==> src/hw/rtl/rsd_pkg.sv <==
// Shared types and constants for the run-length sprite pixel decoder.
// Used by the decoder core and the top level; depends on nothing.
`default_nettype none

package rsd_pkg;

  localparam int unsigned BYTE_W      = 8;
  localparam int unsigned SIZE_W      = 12;
  localparam int unsigned POS_W       = 17;
  localparam int unsigned RUN_W       = 12;
  localparam int unsigned INDEX_W     = 10;
  localparam int unsigned RUN_LIMIT   = 3076;
  localparam int unsigned HEADER_BYTES = 4;

  typedef enum logic [2:0] {
    ERR_NONE      = 3'd0,
    ERR_TRUNCATED = 3'd1,
    ERR_BLANK_BIG = 3'd2,
    ERR_COUNT_BIG = 3'd3,
    ERR_SHORT     = 3'd4,
    ERR_INDEX     = 3'd5
  } error_t;

  typedef struct packed {
    logic                 pixel_valid;
    logic [INDEX_W-1:0]   pixel_index;
    logic [BYTE_W-1:0]    red;
    logic [BYTE_W-1:0]    green;
    logic [BYTE_W-1:0]    blue;
    logic [BYTE_W-1:0]    alpha;
    logic                 finished;
    error_t               error_code;
  } result_t;

  localparam int unsigned RESULT_W = $bits(result_t);

endpackage

`default_nettype wire

==> src/hw/rtl/rsd_fifo.sv <==
// Small register-based queue with count, used for the byte and result queues.
// Standalone; no package dependency.
`default_nettype none

module rsd_fifo #(
  parameter int unsigned WIDTH = 8,
  parameter int unsigned DEPTH = 2
) (
  input  wire logic             clk,
  input  wire logic             rst,
  input  wire logic             wr_en,
  input  wire logic [WIDTH-1:0] wr_data,
  input  wire logic             rd_en,
  output logic      [WIDTH-1:0] rd_data,
  output logic                  full,
  output logic                  empty
);

  localparam int unsigned PTR_W = (DEPTH > 1) ? $clog2(DEPTH) : 1;
  localparam int unsigned CNT_W = $clog2(DEPTH + 1);

  logic [WIDTH-1:0] mem [DEPTH];
  logic [PTR_W-1:0] wr_ptr;
  logic [PTR_W-1:0] rd_ptr;
  logic [CNT_W-1:0] count;
  logic             do_wr;
  logic             do_rd;

  assign do_wr   = wr_en && !full;
  assign do_rd   = rd_en && !empty;
  assign full    = (count == CNT_W'(DEPTH));
  assign empty   = (count == '0);
  assign rd_data = mem[rd_ptr];

  always_ff @(posedge clk) begin
    if (do_wr) begin
      mem[wr_ptr] <= wr_data;
    end
  end

  always_ff @(posedge clk) begin
    if (rst) begin
      wr_ptr <= '0;
      rd_ptr <= '0;
      count  <= '0;
    end else begin
      if (do_wr) begin
        wr_ptr <= (wr_ptr == PTR_W'(DEPTH - 1)) ? '0 : wr_ptr + 1'b1;
      end
      if (do_rd) begin
        rd_ptr <= (rd_ptr == PTR_W'(DEPTH - 1)) ? '0 : rd_ptr + 1'b1;
      end
      case ({do_wr, do_rd})
        2'b10:   count <= count + 1'b1;
        2'b01:   count <= count - 1'b1;
        default: count <= count;
      endcase
    end
  end

endmodule

`default_nettype wire

==> src/hw/rtl/rsd_decode.sv <==
// Decoder core: takes bytes from the byte queue, walks the run headers and
// RGB triplets, and pushes pixel, finish and error results. Uses rsd_pkg.
`default_nettype none

module rsd_decode
  import rsd_pkg::*;
#(
  parameter int unsigned IMAGE_SIDE = 32
) (
  input  wire logic              clk,
  input  wire logic              rst,
  input  wire logic              cfg_write,
  input  wire logic [SIZE_W-1:0] cfg_size,
  input  wire logic              in_valid,
  input  wire logic [BYTE_W-1:0] in_byte,
  output logic                   in_take,
  input  wire logic              out_full,
  output logic                   out_push,
  output result_t                out_item
);

  localparam int unsigned PIXELS = IMAGE_SIDE * IMAGE_SIDE;

  typedef enum logic [2:0] {
    PH_BLANK_LO,
    PH_BLANK_HI,
    PH_COUNT_LO,
    PH_COUNT_HI,
    PH_RED,
    PH_GREEN,
    PH_BLUE
  } phase_t;

  phase_t              phase, phase_next;
  logic [SIZE_W-1:0]   bytes_left, bytes_left_next;
  logic [POS_W-1:0]    pixel_position, pixel_position_next;
  logic [RUN_W-1:0]    run_left, run_left_next;
  logic [BYTE_W-1:0]   low_byte_hold, low_byte_hold_next;
  logic [BYTE_W-1:0]   red_hold, red_hold_next;
  logic [BYTE_W-1:0]   green_hold, green_hold_next;
  logic                halted, halted_next;

  logic [2*BYTE_W-1:0] run_value;
  logic [POS_W:0]      pos_sum;
  logic [SIZE_W-1:0]   bytes_dec;
  logic [17:0]         triple;
  logic [RUN_W-1:0]    run_dec;
  logic                fail;
  error_t              fail_code;
  logic                pix;

  assign in_take   = in_valid && !out_full;
  assign run_value = {in_byte, low_byte_hold};
  assign pos_sum   = {1'b0, pixel_position} + (POS_W + 1)'(run_value);
  assign bytes_dec = bytes_left - 1'b1;
  assign triple    = 18'(run_value) * 18'd3;
  assign run_dec   = (run_left != '0) ? run_left - 1'b1 : run_left;

  always_comb begin
    phase_next          = phase;
    bytes_left_next     = bytes_left;
    pixel_position_next = pixel_position;
    run_left_next       = run_left;
    low_byte_hold_next  = low_byte_hold;
    red_hold_next       = red_hold;
    green_hold_next     = green_hold;
    halted_next         = halted;
    fail                = 1'b0;
    fail_code           = ERR_NONE;
    pix                 = 1'b0;
    out_push            = 1'b0;
    out_item            = '0;

    if (in_take && !halted && bytes_left != '0) begin
      case (phase)
        PH_BLANK_LO: begin
          if (bytes_left < SIZE_W'(HEADER_BYTES)) begin
            fail      = 1'b1;
            fail_code = ERR_TRUNCATED;
          end else begin
            low_byte_hold_next = in_byte;
            phase_next         = PH_BLANK_HI;
          end
        end
        PH_BLANK_HI: begin
          if (run_value > 16'(RUN_LIMIT)) begin
            fail      = 1'b1;
            fail_code = ERR_BLANK_BIG;
          end else begin
            pixel_position_next = pos_sum[POS_W] ? '1 : pos_sum[POS_W-1:0];
            phase_next          = PH_COUNT_LO;
          end
        end
        PH_COUNT_LO: begin
          low_byte_hold_next = in_byte;
          phase_next         = PH_COUNT_HI;
        end
        PH_COUNT_HI: begin
          if (run_value > 16'(RUN_LIMIT)) begin
            fail      = 1'b1;
            fail_code = ERR_COUNT_BIG;
          end else if (18'(bytes_dec) < triple) begin
            fail      = 1'b1;
            fail_code = ERR_SHORT;
          end else begin
            run_left_next = run_value[RUN_W-1:0];
            phase_next    = (run_value != '0) ? PH_RED : PH_BLANK_LO;
          end
        end
        PH_RED: begin
          red_hold_next = in_byte;
          phase_next    = PH_GREEN;
        end
        PH_GREEN: begin
          green_hold_next = in_byte;
          phase_next      = PH_BLUE;
        end
        PH_BLUE: begin
          if (pixel_position >= POS_W'(PIXELS)) begin
            fail      = 1'b1;
            fail_code = ERR_INDEX;
          end else begin
            pix                 = 1'b1;
            pixel_position_next = pixel_position + 1'b1;
            run_left_next       = run_dec;
            phase_next          = (run_dec != '0) ? PH_RED : PH_BLANK_LO;
          end
        end
        default: begin
          fail      = 1'b1;
          fail_code = ERR_NONE;
        end
      endcase

      if (fail) begin
        halted_next         = 1'b1;
        phase_next          = phase;
        pixel_position_next = pixel_position;
        run_left_next       = run_left;
        out_push            = 1'b1;
        out_item.error_code = fail_code;
      end else begin
        bytes_left_next = bytes_dec;
        if (pix) begin
          out_push             = 1'b1;
          out_item.pixel_valid = 1'b1;
          out_item.pixel_index = pixel_position[INDEX_W-1:0];
          out_item.red         = red_hold;
          out_item.green       = green_hold;
          out_item.blue        = in_byte;
          out_item.alpha       = '1;
        end
        if (bytes_dec == '0) begin
          halted_next       = 1'b1;
          out_push          = 1'b1;
          out_item.finished = 1'b1;
        end
      end
    end
  end

  always_ff @(posedge clk) begin
    if (rst) begin
      phase          <= PH_BLANK_LO;
      bytes_left     <= '0;
      pixel_position <= '0;
      run_left       <= '0;
      halted         <= 1'b1;
    end else if (cfg_write) begin
      phase          <= PH_BLANK_LO;
      bytes_left     <= cfg_size;
      pixel_position <= '0;
      run_left       <= '0;
      halted         <= (cfg_size == '0);
    end else begin
      phase          <= phase_next;
      bytes_left     <= bytes_left_next;
      pixel_position <= pixel_position_next;
      run_left       <= run_left_next;
      halted         <= halted_next;
    end
  end

  always_ff @(posedge clk) begin
    low_byte_hold <= low_byte_hold_next;
    red_hold      <= red_hold_next;
    green_hold    <= green_hold_next;
  end

endmodule

`default_nettype wire

==> src/hw/rtl/rle_sprite_pixel_decoder_unit.sv <==
// Top level of the run-length sprite pixel decoder: byte queue, decoder
// core and result queue. Depends on rsd_pkg, rsd_fifo and rsd_decode.
`default_nettype none

// Decodes one run-length sprite, one encoded byte per beat, into pixel writes
// for an IMAGE_SIDE x IMAGE_SIDE image. Each run is a 16-bit little-endian
// transparent count, a 16-bit colored count and one RGB triplet per colored
// pixel; transparent pixels produce no beat, so the consumer clears its buffer
// first. A beat comes out for each written pixel, for the last byte of the
// sprite (finished) and for the first error, after which bytes are dropped
// until sprite_size is written again. Writing sprite_size restarts decoding;
// write it only while both queues are empty. Throughput is one byte per
// cycle while the result queue is not full, via the combinational decoder
// step between the two-entry byte and result queues, both registered.
module rle_sprite_pixel_decoder_unit
  import rsd_pkg::*;
#(
  parameter int unsigned IMAGE_SIDE = 32
) (
  input  wire logic               clk,
  input  wire logic               rst,
  input  wire logic               cfg_write,
  input  wire logic [SIZE_W-1:0]  sprite_size,
  input  wire logic               push,
  output logic                    full,
  input  wire logic [BYTE_W-1:0]  data_byte,
  output logic                    empty,
  input  wire logic               pop,
  output logic                    pixel_valid,
  output logic [INDEX_W-1:0]      pixel_index,
  output logic [BYTE_W-1:0]       red,
  output logic [BYTE_W-1:0]       green,
  output logic [BYTE_W-1:0]       blue,
  output logic [BYTE_W-1:0]       alpha,
  output logic                    finished,
  output logic [2:0]              error_code
);

  localparam int unsigned QUEUE_DEPTH = 2;

  logic              byte_empty;
  logic [BYTE_W-1:0] byte_head;
  logic              byte_take;
  logic              res_full;
  logic              res_push;
  result_t           res_item;
  logic [RESULT_W-1:0] res_head_bits;
  result_t           res_head;

  rsd_fifo #(
    .WIDTH (BYTE_W),
    .DEPTH (QUEUE_DEPTH)
  ) u_byte_q (
    .clk     (clk),
    .rst     (rst),
    .wr_en   (push),
    .wr_data (data_byte),
    .rd_en   (byte_take),
    .rd_data (byte_head),
    .full    (full),
    .empty   (byte_empty)
  );

  rsd_decode #(
    .IMAGE_SIDE (IMAGE_SIDE)
  ) u_decode (
    .clk       (clk),
    .rst       (rst),
    .cfg_write (cfg_write),
    .cfg_size  (sprite_size),
    .in_valid  (!byte_empty),
    .in_byte   (byte_head),
    .in_take   (byte_take),
    .out_full  (res_full),
    .out_push  (res_push),
    .out_item  (res_item)
  );

  rsd_fifo #(
    .WIDTH (RESULT_W),
    .DEPTH (QUEUE_DEPTH)
  ) u_result_q (
    .clk     (clk),
    .rst     (rst),
    .wr_en   (res_push),
    .wr_data (res_item),
    .rd_en   (pop),
    .rd_data (res_head_bits),
    .full    (res_full),
    .empty   (empty)
  );

  assign res_head    = result_t'(res_head_bits);
  assign pixel_valid = res_head.pixel_valid;
  assign pixel_index = res_head.pixel_index;
  assign red         = res_head.red;
  assign green       = res_head.green;
  assign blue        = res_head.blue;
  assign alpha       = res_head.alpha;
  assign finished    = res_head.finished;
  assign error_code  = res_head.error_code;

endmodule

`default_nettype wire
==> config.mk <==
export PLATFORM = sky130hd
export DESIGN_NAME = rle_sprite_pixel_decoder_unit
export DESIGN_NICKNAME = d
export VERILOG_FILES = /design/src/hw/rtl/rsd_pkg.sv /design/src/hw/rtl/rsd_fifo.sv /design/src/hw/rtl/rsd_decode.sv /design/src/hw/rtl/rle_sprite_pixel_decoder_unit.sv
export SDC_FILE = /design/constraint.sdc
export NUM_CORES = 1
export LEC_CHECK = 0
export BUFFER_PORTS_ARGS = -buffer_cell sky130_fd_sc_hd__buf_4
export CAP_MARGIN = 40
export CORE_UTILIZATION = 55
export CTS_CLUSTER_SIZE = 10
export DETAILED_ROUTE_END_ITERATION = 12
export GPL_TIMING_DRIVEN = 0
export PLACE_DENSITY = 0.74
export SYNTH_ARGS = -nofsm -noshare
export SYNTH_HDL_FRONTEND = slang
export SYNTH_SLANG_ARGS = --single-unit
==> constraint.sdc <==
create_clock -name clk -period 9.45 [get_ports clk]
set_input_delay 1.89 -clock clk [delete_from_list [all_inputs] [get_ports clk]]
set_output_delay 1.89 -clock clk [all_outputs]
set_load 0.005 [all_outputs]
==> flow_summary.toml <==
[placement]
routabilityCongestion = 0.959
hpwl_um = 17700
port_buffers = 73

[layout]
drive_gt1_share_pct = 17.9
antenna_cells = 0
multi_input_area_um2 = 4870
final_cell_mix = "edfxtp_1 (118), buf_4 (83), nor2_1 (72)"
final_common_cell = "edfxtp_1"
nFillCells = 1387
fin_nets = 1127
regArea_um2 = 4640
area_growth_syn_to_layout_pct = 15.1

[synth]
synth_edf_count = 118
yosys_warnings = 0
synth_top_cell_by_area = "edfxtp_1"
ys_ff_latch = 173
syn_inst = 940
syn-num-nets = 1031
yosysUniqueCellTypes = 72
synth_area_um2 = 9890
synth_sequential_area_ratio_pct = 47.0
synth.top_cell.area_share_pct = 35.8
syn_area_per_cell_um2 = 10.5
synth_area_leaders = "edfxtp_1 (36%), dfxtp_1 (11%), ha_1 (8.1%)"
synth_async_sr_flop_share_pct = 0
ys.flop_type = "edfxtp_1"

[power_and_ir_drop]
powerDensity_nw_per_um2 = 199
irDropWorstVdd_v = 0.000162
leakage_uw = 0.00424

[timing]
fin_tns_setup_ns = 0
finalSetupViolations = 0
max_slew.worst_pin.slew_ns = 0.824
finalHoldViolations = 0
clock.fmax_mhz = 155
rsz0062_at_grt = "no"
fin_worst_hold_slack_ns = 0.499
maxSlewHeadroom_pct = 43.5
period_needed_ns = 6.44
finClkSkew_ns = 0.0166
fin_crit_sh_pct = 68.2
slew_violations = 0

[cts]
cts.sinks = 173
clk_root_buffer_cell = "clkbuf_16"
numCtsBuffers = 17
post_cts_buffers = 0
clock_path_buffers = 2
cts_tree = "built"
post_cts_resized = 0
ctsHtreeMaxLevel = 4
path_clk_slew_ns = 0.08
worst_skew_pair.late_latency_ns = 0.45
holdBufCountCts = 0

[grt]
grt_pass1_vias = 7409
track_usage_pct = 27.5
grt_start_max_net_pins = 30
met1_usage_pct = 36.7
antenna_found_initial = 0
grt_use_met3_pct = 4.62
grt_overflow = 0
grt_use_met2_pct = 44.4
busiest_layer = "met2"
grt_pass1_wl_um = 38600

[critical_path]
critPathMaxFanout = 8
worstPathRequired_ns = 9.82
path_class = "reg -> reg"
endpoint_kind = "flop"
r2r_end = "u_result_q.count[1]"
r2r_slack_ns = 3.01
worst-r2r-cell-count = 20
crit_path_start_kind = "flop"
cp.arrival_ns = 6.81

[floorplanning]
initial_core_util_pct = 56.8
ios = 74
die_w_um = 136
die_y_um = 136
dieArea_um2 = 18500
core.rowCount = 48
coreArea_um2 = 17400

[worst_hold_path]
holdPathEnd = "u_decode.pixel_position[13]"
min-delay-start = "u_decode.pixel_position[13]"
whs_path_depth = 2
hp-class = "reg -> reg"

[detailed_routing]
vias = 7726
wl_per_cell_um = 18.9
drcViolationCount = 0
vias_per_cell = 6.06
first_pass_iters = 6
ant_nets = 0
dr.first_iter.drc_count = 832
drt_wl_total_um = 24100

[run_status]
status = "finished, final reports clean"

[flow_run]
cap_violations = 0
[flip-flops by register name (all words and copies together) (netlist names), named ones only]
name,count
u_result_q.count,2
u_byte_q.rd_ptr,1
u_decode.run_left,12
u_result_q.mem,78
u_decode.green_hold,8
u_decode.halted,1
u_byte_q.wr_ptr,1
u_decode.phase,3
u_result_q.wr_ptr,1
u_decode.pixel_position,17
u_decode.low_byte_hold,8
u_decode.red_hold,8
u_decode.bytes_left,12
u_result_q.rd_ptr,1
u_byte_q.count,2
u_byte_q.mem,16
[through the flow]
stage	setup WS [ns]	instances	instance area (µm²)	total power (µW)	utilization (%)
final	3.01	1274	11400	2270	65.4
after global routing	2.75	1274	11400	2380	65.4
after CTS	3.10	1274	11400	2260	65.4
after detailed placement	3.18	1242	10800	1560	62.0
after global placement	1.73	1238	10700	1540	61.6
after floorplan	3.86	940	9890	1370	-
[critical path: stages, from the launching register on]
cell and delay [ns]:
dfxtp_1 0.30, buf_2 0.25, mux2i_1 0.70, inv_1 0.37
ha_1 0.49, and4_1 0.26, nand3_1 0.09, and3_1 0.21
nand3_1 0.11, xnor2_1 0.16, ha_1 0.32, o21ai_0 0.12
a221o_1 0.31, a31oi_1 0.16, nand4b_1 0.18, a2111oi_4 0.50
a31oi_2 0.25, o41ai_2 0.68, ha_1 0.40, or3_1 0.37
a21oi_1 0.14
[worst max-delay path by stage]
stage	startpoint	endpoint	cells after the start
floorplan	flop	u_result_q.mem[0][0]	18
global placement	flop	u_result_q.mem[1][45]	18
detailed placement	flop	u_result_q.count[1]	20
CTS	flop	u_result_q.count[1]	20
global route	flop	u_result_q.count[1]	20
finish	flop	u_result_q.count[1]	20
[report_power, final]
group,leakage (µW),switching [µW],internal (µW)
Sequential,0.00138,26.3,848
Clock,0.000288,344,356
Combinational,0.00257,430,263
Total,0.00424,800,1470
[per-layer routing]
metal	up-vias	wire length [µm]
met1	3717	10700
li1	3687	-
met3	43	1460
met4	0	550
met2	279	11400
met5	-	0
[cell families after synthesis]
group | Yosys count | synth area share, %
DFF | 173 | 47.0
muxes | 53 | 5.91
and+or+nand+nor | 283 | 14.9
AOI/OAI and AO/OA | 222 | 15.3
xor gates and xnor gates | 50 | 4.43
adders and majority gates | 66 | 8.50
buffers and inverters | 93 | 4.07
[final cells by class]
cell class | instances | area share [%]
timing repair buffer | 77 | 5.27
sequential | 173 | 40.8
buffer | 40 | 1.79
tap | 225 | 2.47
multi-input combinational | 674 | 42.8
clock inverter | 15 | 1.42
inverter | 53 | 1.75
clock buffer | 17 | 3.74
[cell usage after synthesis, drive strengths merged, types with 19 or more instances]
| master | n |
|---|---|
| edfxtp | 118 |
| nor2 | 75 |
| ha | 64 |
| a21oi | 60 |
| dfxtp | 55 |
| nand2 | 54 |
| inv | 53 |
| o21ai | 46 |
| mux2 | 40 |
| xnor2 | 34 |
| and2 | 27 |
| clkbuf | 25 |
| nor3 | 23 |
| nand3 | 20 |
| a211oi | 19 |
No activity file was read; power rests on OpenSTA's default activity.
